`config.mk`:
```
export PLATFORM = sky130hd
export DESIGN_NAME = bounded_double_ended_queue
export DESIGN_NICKNAME = d
export VERILOG_FILES = /design/src/rtl/bdeq_pkg.sv /design/src/rtl/bdeq_ram.sv /design/src/rtl/bounded_double_ended_queue.sv
export SDC_FILE = /design/constraint.sdc
export NUM_CORES = 1
export LEC_CHECK = 0
export BUFFER_PORTS_ARGS = -buffer_cell sky130_fd_sc_hd__buf_2
export CELL_PAD_IN_SITES_DETAIL_PLACEMENT = 1
export CELL_PAD_IN_SITES_GLOBAL_PLACEMENT = 1
export CORE_ASPECT_RATIO = 0.75
export CORE_UTILIZATION = 40
export DETAILED_ROUTE_END_ITERATION = 10
export GPL_TIMING_DRIVEN = 0
export PLACE_DENSITY_LB_ADDON = 0.1
export SYNTH_ARGS = -nofsm -noshare
export SYNTH_HDL_FRONTEND = slang
export SYNTH_HIERARCHICAL = 1
export SYNTH_SLANG_ARGS = --single-unit
```
`constraint.sdc`:
```
create_clock -name clock -period 7.9 [get_ports clock]
set_clock_uncertainty 0.2 [all_clocks]
set_input_delay 0.395 -clock clock [delete_from_list [all_inputs] [get_ports clock]]
set_output_delay 0.395 -clock clock [all_outputs]
set_load 0.01 [all_outputs]
```
`src/rtl/bdeq_pkg.sv`:
```
// Shared types and constants for the bounded double-ended queue.
`default_nettype none

package bdeq_pkg;

   // Field widths
   localparam int VALUE_W = 32;
   localparam int FUNC_W  = 3;
   localparam int CAP_W   = 5;

   // Capacity after reset
   localparam logic [CAP_W-1:0] CAP_RESET = 5'd16;

   // Front and rear value reported when the queue holds nothing
   localparam logic signed [VALUE_W-1:0] EMPTY_VALUE = -32'sd1;

   // Operation codes; codes above STATUS also act as status only
   typedef enum logic [FUNC_W-1:0] {
      FUNC_PUSH_FRONT = 3'd0,
      FUNC_PUSH_BACK  = 3'd1,
      FUNC_POP_FRONT  = 3'd2,
      FUNC_POP_BACK   = 3'd3,
      FUNC_STATUS     = 3'd4
   } func_type;

   // Sequencer states
   typedef enum logic [1:0] {
      ST_IDLE,
      ST_READ,
      ST_LOAD
   } state_type;

endpackage

`default_nettype wire

```
`src/rtl/bdeq_ram.sv`:
```
// Generic RAM: one write port, two registered read ports.
`default_nettype none

module bdeq_ram #(
   parameter int WIDTH = 32,
   parameter int DEPTH = 16,
   parameter int AW    = (DEPTH > 1) ? $clog2(DEPTH) : 1
) (
   input  wire logic             clock,
   input  wire logic             wr_en,
   input  wire logic [AW-1:0]    wr_addr,
   input  wire logic [WIDTH-1:0] wr_data,
   input  wire logic             rd_en,
   input  wire logic [AW-1:0]    rd_addr_a,
   input  wire logic [AW-1:0]    rd_addr_b,
   output logic      [WIDTH-1:0] rd_data_a,
   output logic      [WIDTH-1:0] rd_data_b
);

   logic [WIDTH-1:0] mem_ff [DEPTH];
   logic [WIDTH-1:0] rd_data_a_ff;
   logic [WIDTH-1:0] rd_data_b_ff;

   // Write port
   always_ff @(posedge clock) begin
      if (wr_en) begin
         mem_ff[wr_addr] <= wr_data;
      end
   end

   // Read ports; data holds while no read is issued
   always_ff @(posedge clock) begin
      if (rd_en) begin
         rd_data_a_ff <= mem_ff[rd_addr_a];
         rd_data_b_ff <= mem_ff[rd_addr_b];
      end
   end

   assign rd_data_a = rd_data_a_ff;
   assign rd_data_b = rd_data_b_ff;

endmodule

`default_nettype wire

```
`src/rtl/bounded_double_ended_queue.sv`:
```
// Top level of the bounded double-ended queue.
`default_nettype none

// A deque of signed 32-bit values kept in a ring buffer RAM of DEPTH entries, with
// front and back pointers and an entry count in flip-flops. Each request transaction
// carries one operation (push front, push back, pop front, pop back, status; unused
// codes act as status) and yields exactly one response transaction with the success
// flag, the front and rear values after the operation (-1 when empty), and empty/full
// flags. A request passes through IDLE, READ and LOAD: IDLE updates the pointers and writes a
// pushed value, READ reads the front and rear entries from the RAM, LOAD takes the
// registered read data into the response register. A stalled response holds LOAD
// only while the previous response is still held. The capacity register (reset 16,
// saturated to DEPTH) is written through the csr channel, which is always ready; write
// it only while no request is in flight. The RAM needs no clearing after reset.
module bounded_double_ended_queue #(
   parameter int DEPTH = 16
) (
   input  wire logic                                clock,
   input  wire logic                                reset,
   // request channel
   input  wire logic                                req_valid,
   output logic                                     req_stall,
   input  wire logic        [bdeq_pkg::FUNC_W-1:0]  req_func,
   input  wire logic signed [bdeq_pkg::VALUE_W-1:0] req_value,
   // response channel
   output logic                                     rsp_valid,
   input  wire logic                                rsp_stall,
   output logic                                     rsp_ok,
   output logic signed      [bdeq_pkg::VALUE_W-1:0] rsp_front_value,
   output logic signed      [bdeq_pkg::VALUE_W-1:0] rsp_rear_value,
   output logic                                     rsp_is_empty,
   output logic                                     rsp_is_full,
   // configuration channel
   input  wire logic                                csr_valid,
   output logic                                     csr_ready,
   input  wire logic        [bdeq_pkg::CAP_W-1:0]   csr_capacity
);

   import bdeq_pkg::*;

   localparam int AW = (DEPTH > 1) ? $clog2(DEPTH) : 1;
   localparam int CW = $clog2(DEPTH + 1);

   state_type state_ff, state_in;

   logic [CAP_W-1:0] capacity_ff;
   logic [AW-1:0]    front_ff, front_in;
   logic [AW-1:0]    back_ff, back_in;
   logic [CW-1:0]    count_ff, count_in;
   logic [CW-1:0]    cap_eff;
   logic             has_room;
   logic             req_accept;

   // Per-transaction status held until the response is loaded
   logic ok_ff, ok_in;
   logic empty_ff, empty_in;
   logic full_ff, full_in;

   // Response register
   logic                      rsp_valid_ff, rsp_valid_in;
   logic                      rsp_load;
   logic                      rsp_free;
   logic                      rsp_ok_ff;
   logic signed [VALUE_W-1:0] rsp_front_ff;
   logic signed [VALUE_W-1:0] rsp_rear_ff;
   logic                      rsp_empty_ff;
   logic                      rsp_full_ff;

   // RAM ports
   logic               ram_wr_en;
   logic [AW-1:0]      ram_wr_addr;
   logic               ram_rd_en;
   logic [VALUE_W-1:0] ram_rd_front;
   logic [VALUE_W-1:0] ram_rd_rear;

   function automatic logic [AW-1:0] ring_inc(input logic [AW-1:0] idx);
      return (idx == AW'(DEPTH - 1)) ? '0 : idx + 1'b1;
   endfunction

   function automatic logic [AW-1:0] ring_dec(input logic [AW-1:0] idx);
      return (idx == '0) ? AW'(DEPTH - 1) : idx - 1'b1;
   endfunction

   // Capacity saturates at the built depth
   assign cap_eff  = (32'(capacity_ff) > 32'(DEPTH)) ? CW'(DEPTH) : CW'(capacity_ff);
   assign has_room = count_ff < cap_eff;

   assign csr_ready  = 1'b1;
   assign req_stall  = (state_ff != ST_IDLE);
   assign req_accept = req_valid && !req_stall;
   assign rsp_free   = !rsp_valid_ff || !rsp_stall;

   // Next state, pointer update and RAM control
   always_comb begin
      state_in    = state_ff;
      front_in    = front_ff;
      back_in     = back_ff;
      count_in    = count_ff;
      ok_in       = ok_ff;
      empty_in    = empty_ff;
      full_in     = full_ff;
      ram_wr_en   = 1'b0;
      ram_wr_addr = back_ff;
      ram_rd_en   = 1'b0;
      rsp_load    = 1'b0;

      case (state_ff)
         ST_IDLE: begin
            if (req_accept) begin
               ok_in = 1'b1;
               case (req_func)
                  FUNC_PUSH_FRONT: begin
                     if (has_room) begin
                        front_in    = ring_dec(front_ff);
                        ram_wr_en   = 1'b1;
                        ram_wr_addr = ring_dec(front_ff);
                        count_in    = count_ff + 1'b1;
                     end else begin
                        ok_in = 1'b0;
                     end
                  end
                  FUNC_PUSH_BACK: begin
                     if (has_room) begin
                        back_in     = ring_inc(back_ff);
                        ram_wr_en   = 1'b1;
                        ram_wr_addr = back_ff;
                        count_in    = count_ff + 1'b1;
                     end else begin
                        ok_in = 1'b0;
                     end
                  end
                  FUNC_POP_FRONT: begin
                     if (count_ff != '0) begin
                        front_in = ring_inc(front_ff);
                        count_in = count_ff - 1'b1;
                     end else begin
                        ok_in = 1'b0;
                     end
                  end
                  FUNC_POP_BACK: begin
                     if (count_ff != '0) begin
                        back_in  = ring_dec(back_ff);
                        count_in = count_ff - 1'b1;
                     end else begin
                        ok_in = 1'b0;
                     end
                  end
                  default: begin
                     // status only
                  end
               endcase
               empty_in = (count_in == '0);
               full_in  = (count_in >= cap_eff);
               state_in = ST_READ;
            end
         end
         ST_READ: begin
            // front and rear entries from the updated pointers
            ram_rd_en = 1'b1;
            state_in  = ST_LOAD;
         end
         ST_LOAD: begin
            if (rsp_free) begin
               rsp_load = 1'b1;
               state_in = ST_IDLE;
            end
         end
         default: begin
            state_in = ST_IDLE;
         end
      endcase
   end

   // Response valid: set on load, cleared when taken
   always_comb begin
      rsp_valid_in = rsp_valid_ff;
      if (rsp_valid_ff && !rsp_stall) begin
         rsp_valid_in = 1'b0;
      end
      if (rsp_load) begin
         rsp_valid_in = 1'b1;
      end
   end

   // Control registers
   always_ff @(posedge clock) begin
      if (reset) begin
         state_ff     <= ST_IDLE;
         front_ff     <= '0;
         back_ff      <= '0;
         count_ff     <= '0;
         capacity_ff  <= CAP_RESET;
         rsp_valid_ff <= 1'b0;
      end else begin
         state_ff     <= state_in;
         front_ff     <= front_in;
         back_ff      <= back_in;
         count_ff     <= count_in;
         rsp_valid_ff <= rsp_valid_in;
         if (csr_valid && csr_ready) begin
            capacity_ff <= csr_capacity;
         end
      end
   end

   // Payload registers
   always_ff @(posedge clock) begin
      ok_ff    <= ok_in;
      empty_ff <= empty_in;
      full_ff  <= full_in;
      if (rsp_load) begin
         rsp_ok_ff    <= ok_ff;
         rsp_empty_ff <= empty_ff;
         rsp_full_ff  <= full_ff;
         rsp_front_ff <= empty_ff ? EMPTY_VALUE : signed'(ram_rd_front);
         rsp_rear_ff  <= empty_ff ? EMPTY_VALUE : signed'(ram_rd_rear);
      end
   end

   bdeq_ram #(
      .WIDTH (VALUE_W),
      .DEPTH (DEPTH),
      .AW    (AW)
   ) u_ring (
      .clock     (clock),
      .wr_en     (ram_wr_en),
      .wr_addr   (ram_wr_addr),
      .wr_data   (unsigned'(req_value)),
      .rd_en     (ram_rd_en),
      .rd_addr_a (front_ff),
      .rd_addr_b (ring_dec(back_ff)),
      .rd_data_a (ram_rd_front),
      .rd_data_b (ram_rd_rear)
   );

   assign rsp_valid       = rsp_valid_ff;
   assign rsp_ok          = rsp_ok_ff;
   assign rsp_front_value = rsp_front_ff;
   assign rsp_rear_value  = rsp_rear_ff;
   assign rsp_is_empty    = rsp_empty_ff;
   assign rsp_is_full     = rsp_full_ff;

`ifndef ASSERT_OFF
   // Entry count never exceeds the built depth
   a_count_bound: assert property (@(posedge clock) disable iff (reset)
      32'(count_ff) <= 32'(DEPTH))
      else $error("entry count above depth");

   // An accepted request always moves on to the RAM read
   a_accept_read: assert property (@(posedge clock) disable iff (reset)
      req_accept |=> (state_ff == ST_READ))
      else $error("accepted request did not start its read");

   // An empty response reports -1 at both ends
   a_empty_values: assert property (@(posedge clock) disable iff (reset)
      (rsp_valid && rsp_is_empty) |->
         (rsp_front_value == EMPTY_VALUE) && (rsp_rear_value == EMPTY_VALUE))
      else $error("empty response carries entry values");

   // A response is loaded only when the output register is free
   a_load_free: assert property (@(posedge clock) disable iff (reset)
      rsp_load |-> (!rsp_valid_ff || !rsp_stall))
      else $error("response overwritten while held");
`endif

endmodule

`default_nettype wire

```
==> impl_metrics.tcl <==
set metrics [dict create \
    tightest_slew_ns 1.19 \
    pin_count 115 \
    drive_gt1_share_pct 34.3 \
    ys_async_sr_fraction_pct 0 \
    core_sq_mm 0.0719 \
    area_delta_synth_final_pct 18.0 \
    min_period_over_period_pct 66.2 \
    place_congestion 0.814 \
    clock.fmax_ghz 0.191 \
    post_synth.cell_area_avg_sq_um 19.3 \
    grt_pass1_wl_um 125000 \
    status "completed" \
    fp-row-count 85 \
    totalNegativeSetupSlack_ns 0 \
    required_ns 8.00 \
    cts_buffer_depth 3 \
    seq_area_frac_synth_pct 68.1 \
    worst_hold_slack_ns 0.0392 \
    worstPathMaxFanout 17 \
    drv_cap 0 \
    grt_pass1_vias 17700 \
    yosysUniqueCellTypes 56 \
    setup_viol 0 \
    overflow 0 \
    syn_inst 1510 \
    cpPeakStageDelay_ns 0.76 \
    arrival_ns 5.33 \
    cts_buffers 72 \
    detail-route-antenna-nets 0 \
    start_util_pct 40.5 \
    critPathMostFrequentCell "nand2_1" \
    drc 0 \
    slew_viol_final 0 \
    h-tree-depth 3 \
    hold_viol_final 0 \
    clk_pin_slew_worst_paths_ns 0.06 \
    hp-class "in2reg" \
    grt_use_total_pct 23.8 \
    synth_edf_count 646 \
    path_cells "inv_1 -> nand2_1 -> ha_1 -> a211o_1 -> a221o_1 -> or4b_1 -> clkbuf_1 -> o21ai_0 -> nand2_1 -> nor2_4 -> buf_12" \
    path_class "reg2reg" \
    final_nets 1836 \
    yosys_warnings 6 \
    ys.flop_type "edfxtp_1" \
    die_y_um 236 \
    cp-start-kind "register" \
    ir_drop_mv 0.127 \
    n_antenna_cell 0 \
    via_per_inst 6.02 \
    slowest_stage "o21ai_0" \
    cts_tree "built" \
    finalPower_uw 7890 \
    wl_um 86400 \
    post_cts_buffers 0 \
    drt-pass1-iter-count 5 \
    numClockSinks 667 \
    die_area_sq_mm 0.0738 \
    syn_area_sq_mm 0.0291 \
    root_buffer "clkbuf_16" \
    clk_latency_ns 0.62 \
    utilization_pct 47.7 \
    dp_hpwl_um 57400 \
    leakage_uw 0.0111 \
    ys_ff_latch 667 \
    end_kind "register" \
    powerDensity_mw_per_mm2 230 \
    grt_max_degree 28 \
    numPortBuffers 112 \
    drtIter0Drc 1734 \
    synth_nets 1571 \
    layout_min_cycle_time_ns 5.23 \
    slew_headroom_pct 20.4 \
    rsz0062_at_grt "no" \
    vias 16800 \
    wl_per_cell_um 31.0 \
    antenna_found_initial 0 \
    die_w_um 313 \
]
## routing by layer
layer	track usage [%]	part of all wire (%)
met5	0	0
met4	7.35	2.6
met3	4.45	6.7
met2	37.0	47
met1	34.1	44
## synth_stat cells, types with 2 or more instances
cell type / count / area, sq um
nand3b_1: 3 / 22.5
nand3_1: 8 / 40.0
mux4_2: 256 / 5770
and3_1: 2 / 12.5
nor3_1: 10 / 50.1
mux2_2: 2 / 22.5
o211ai_1: 5 / 37.5
buf_4: 21 / 158
a211o_1: 3 / 26.3
or2_2: 65 / 407
buf_1: 21 / 78.8
a21o_1: 4 / 30.0
a211oi_1: 4 / 30.0
a31oi_1: 2 / 12.5
buf_2: 11 / 55.1
inv_1: 19 / 71.3
o22ai_1: 2 / 12.5
nor2_1: 35 / 131
o21ai_0: 12 / 60.1
edfxtp_1: 646 / 19400
or3_1: 3 / 18.8
and2_1: 3 / 18.8
dfxtp_1: 21 / 420
nand2_1: 88 / 330
xnor2_1: 3 / 26.3
ha_1: 16 / 200
buf_6: 2 / 22.5
a21oi_1: 17 / 85.1
clkbuf_1: 49 / 184
o21bai_1: 2 / 15.0
nor2b_1: 8 / 50.1
nand2b_1: 8 / 50.1
mux2i_1: 8 / 80.1
a22oi_1: 128 / 961
a41oi_1: 2 / 17.5
## worst max-delay path: cells and delay by family, from the launching register on
kind | cells | cell delay, ns
AO/OA/AOI/OAI | 3 | 1.47
flip-flops | 1 | 0.34
buffers and inverters | 3 | 0.66
AND/OR/NAND/NOR | 4 | 1.91
adder cells (fa/ha/maj) | 1 | 0.30
## final cells by class
type / instances / area, sq um
clock buffers: 94 / 1990
fillers: 6704 / 37600
repair buffers: 191 / 1630
plain buffers: 104 / 498
flip-flops and latches: 667 / 19800
multi-input cells: 720 / 8820
inverters: 19 / 71.3
well taps: 957 / 1200
clock inverters: 34 / 288
## registers in the layout (all words and copies together) (netlist names), 4 cells and up
register and count:
back_ff 4, capacity_ff 5, count_ff 5, front_ff 4, rsp_front_value 32, rsp_rear_value 32, u_ring/mem_ff 512, u_ring/rd_data_a 32
u_ring/rd_data_b 32
## placed cells by master, fill, tap and decap left out, types with 4 or more instances in the layout
cell type,n
a211oi_1,4
a21o_1,4
a21oi_1,16
a22oi_1,128
buf_1,21
buf_12,13
buf_16,7
buf_2,123
buf_4,22
buf_6,17
bufinv_16,5
clkbuf_1,66
clkbuf_16,77
clkinv_1,14
clkinv_2,12
dfxtp_1,21
dlygate4sd3_1,41
edfxtp_1,646
ha_1,16
inv_1,19
mux2i_1,8
mux4_2,256
nand2_1,88
nand2b_1,8
nand3_1,8
nor2_1,23
nor2_4,12
nor2b_1,7
nor3_1,6
nor3_2,4
o211ai_1,5
o21ai_0,12
or2_2,65
## worst paths after layout
check / start / end / slack [ns] / cells after the start
max: capacity_ff[4] / u_ring/mem_ff[11][17] / 2.67 / 11
min reg2reg: ok_ff / rsp_ok / 0.22 / 0
max reg2reg: capacity_ff[4] / u_ring/mem_ff[11][17] / 2.67 / 11
min: csr_valid / capacity_ff[3] / 0.04 / 3
## timing repair
item / in CTS / in global routing
endpoints found under the hold margin: 511 / 0
hold buffers: 41 / 0
resized for setup: 0 / 0
## cells by family after synthesis
| family | Yosys count | share of synthesized area [%] |
|---|---|---|
| flip-flops | 667 | 68.1 |
| multiplexers | 266 | 20.2 |
| AND/OR/NAND/NOR | 241 | 4.12 |
| AO/OA/AOI/OAI | 192 | 4.78 |
| buffers and inverters | 123 | 1.96 |
| adder cells (fa/ha/maj) | 16 | 0.688 |
| XOR/XNOR | 4 | 0.120 |
| other | 1 | 0.0129 |
## power by group
| part | leakage (uW) | switching (uW) | total, uW | internal, uW |
|---|---|---|---|---|
| Sequential | 0.00599 | 19.8 | 3960 | 3940 |
| Combinational | 0.00403 | 371 | 606 | 236 |
| Clock | 0.00112 | 1390 | 3330 | 1940 |
## per-stage QoR
step	std cells	cell area (sq um)	worst slack [ns]
5_1_grt	2786	34300	2.42
3_3_place_gp	2579	30800	-1.73
4_1_cts	2786	34300	2.67
3_5_place_dp	2617	31600	2.69
2_1_floorplan	1510	29100	2.18
6_report	2786	34300	2.67
(Power assumes the default switching activity.)
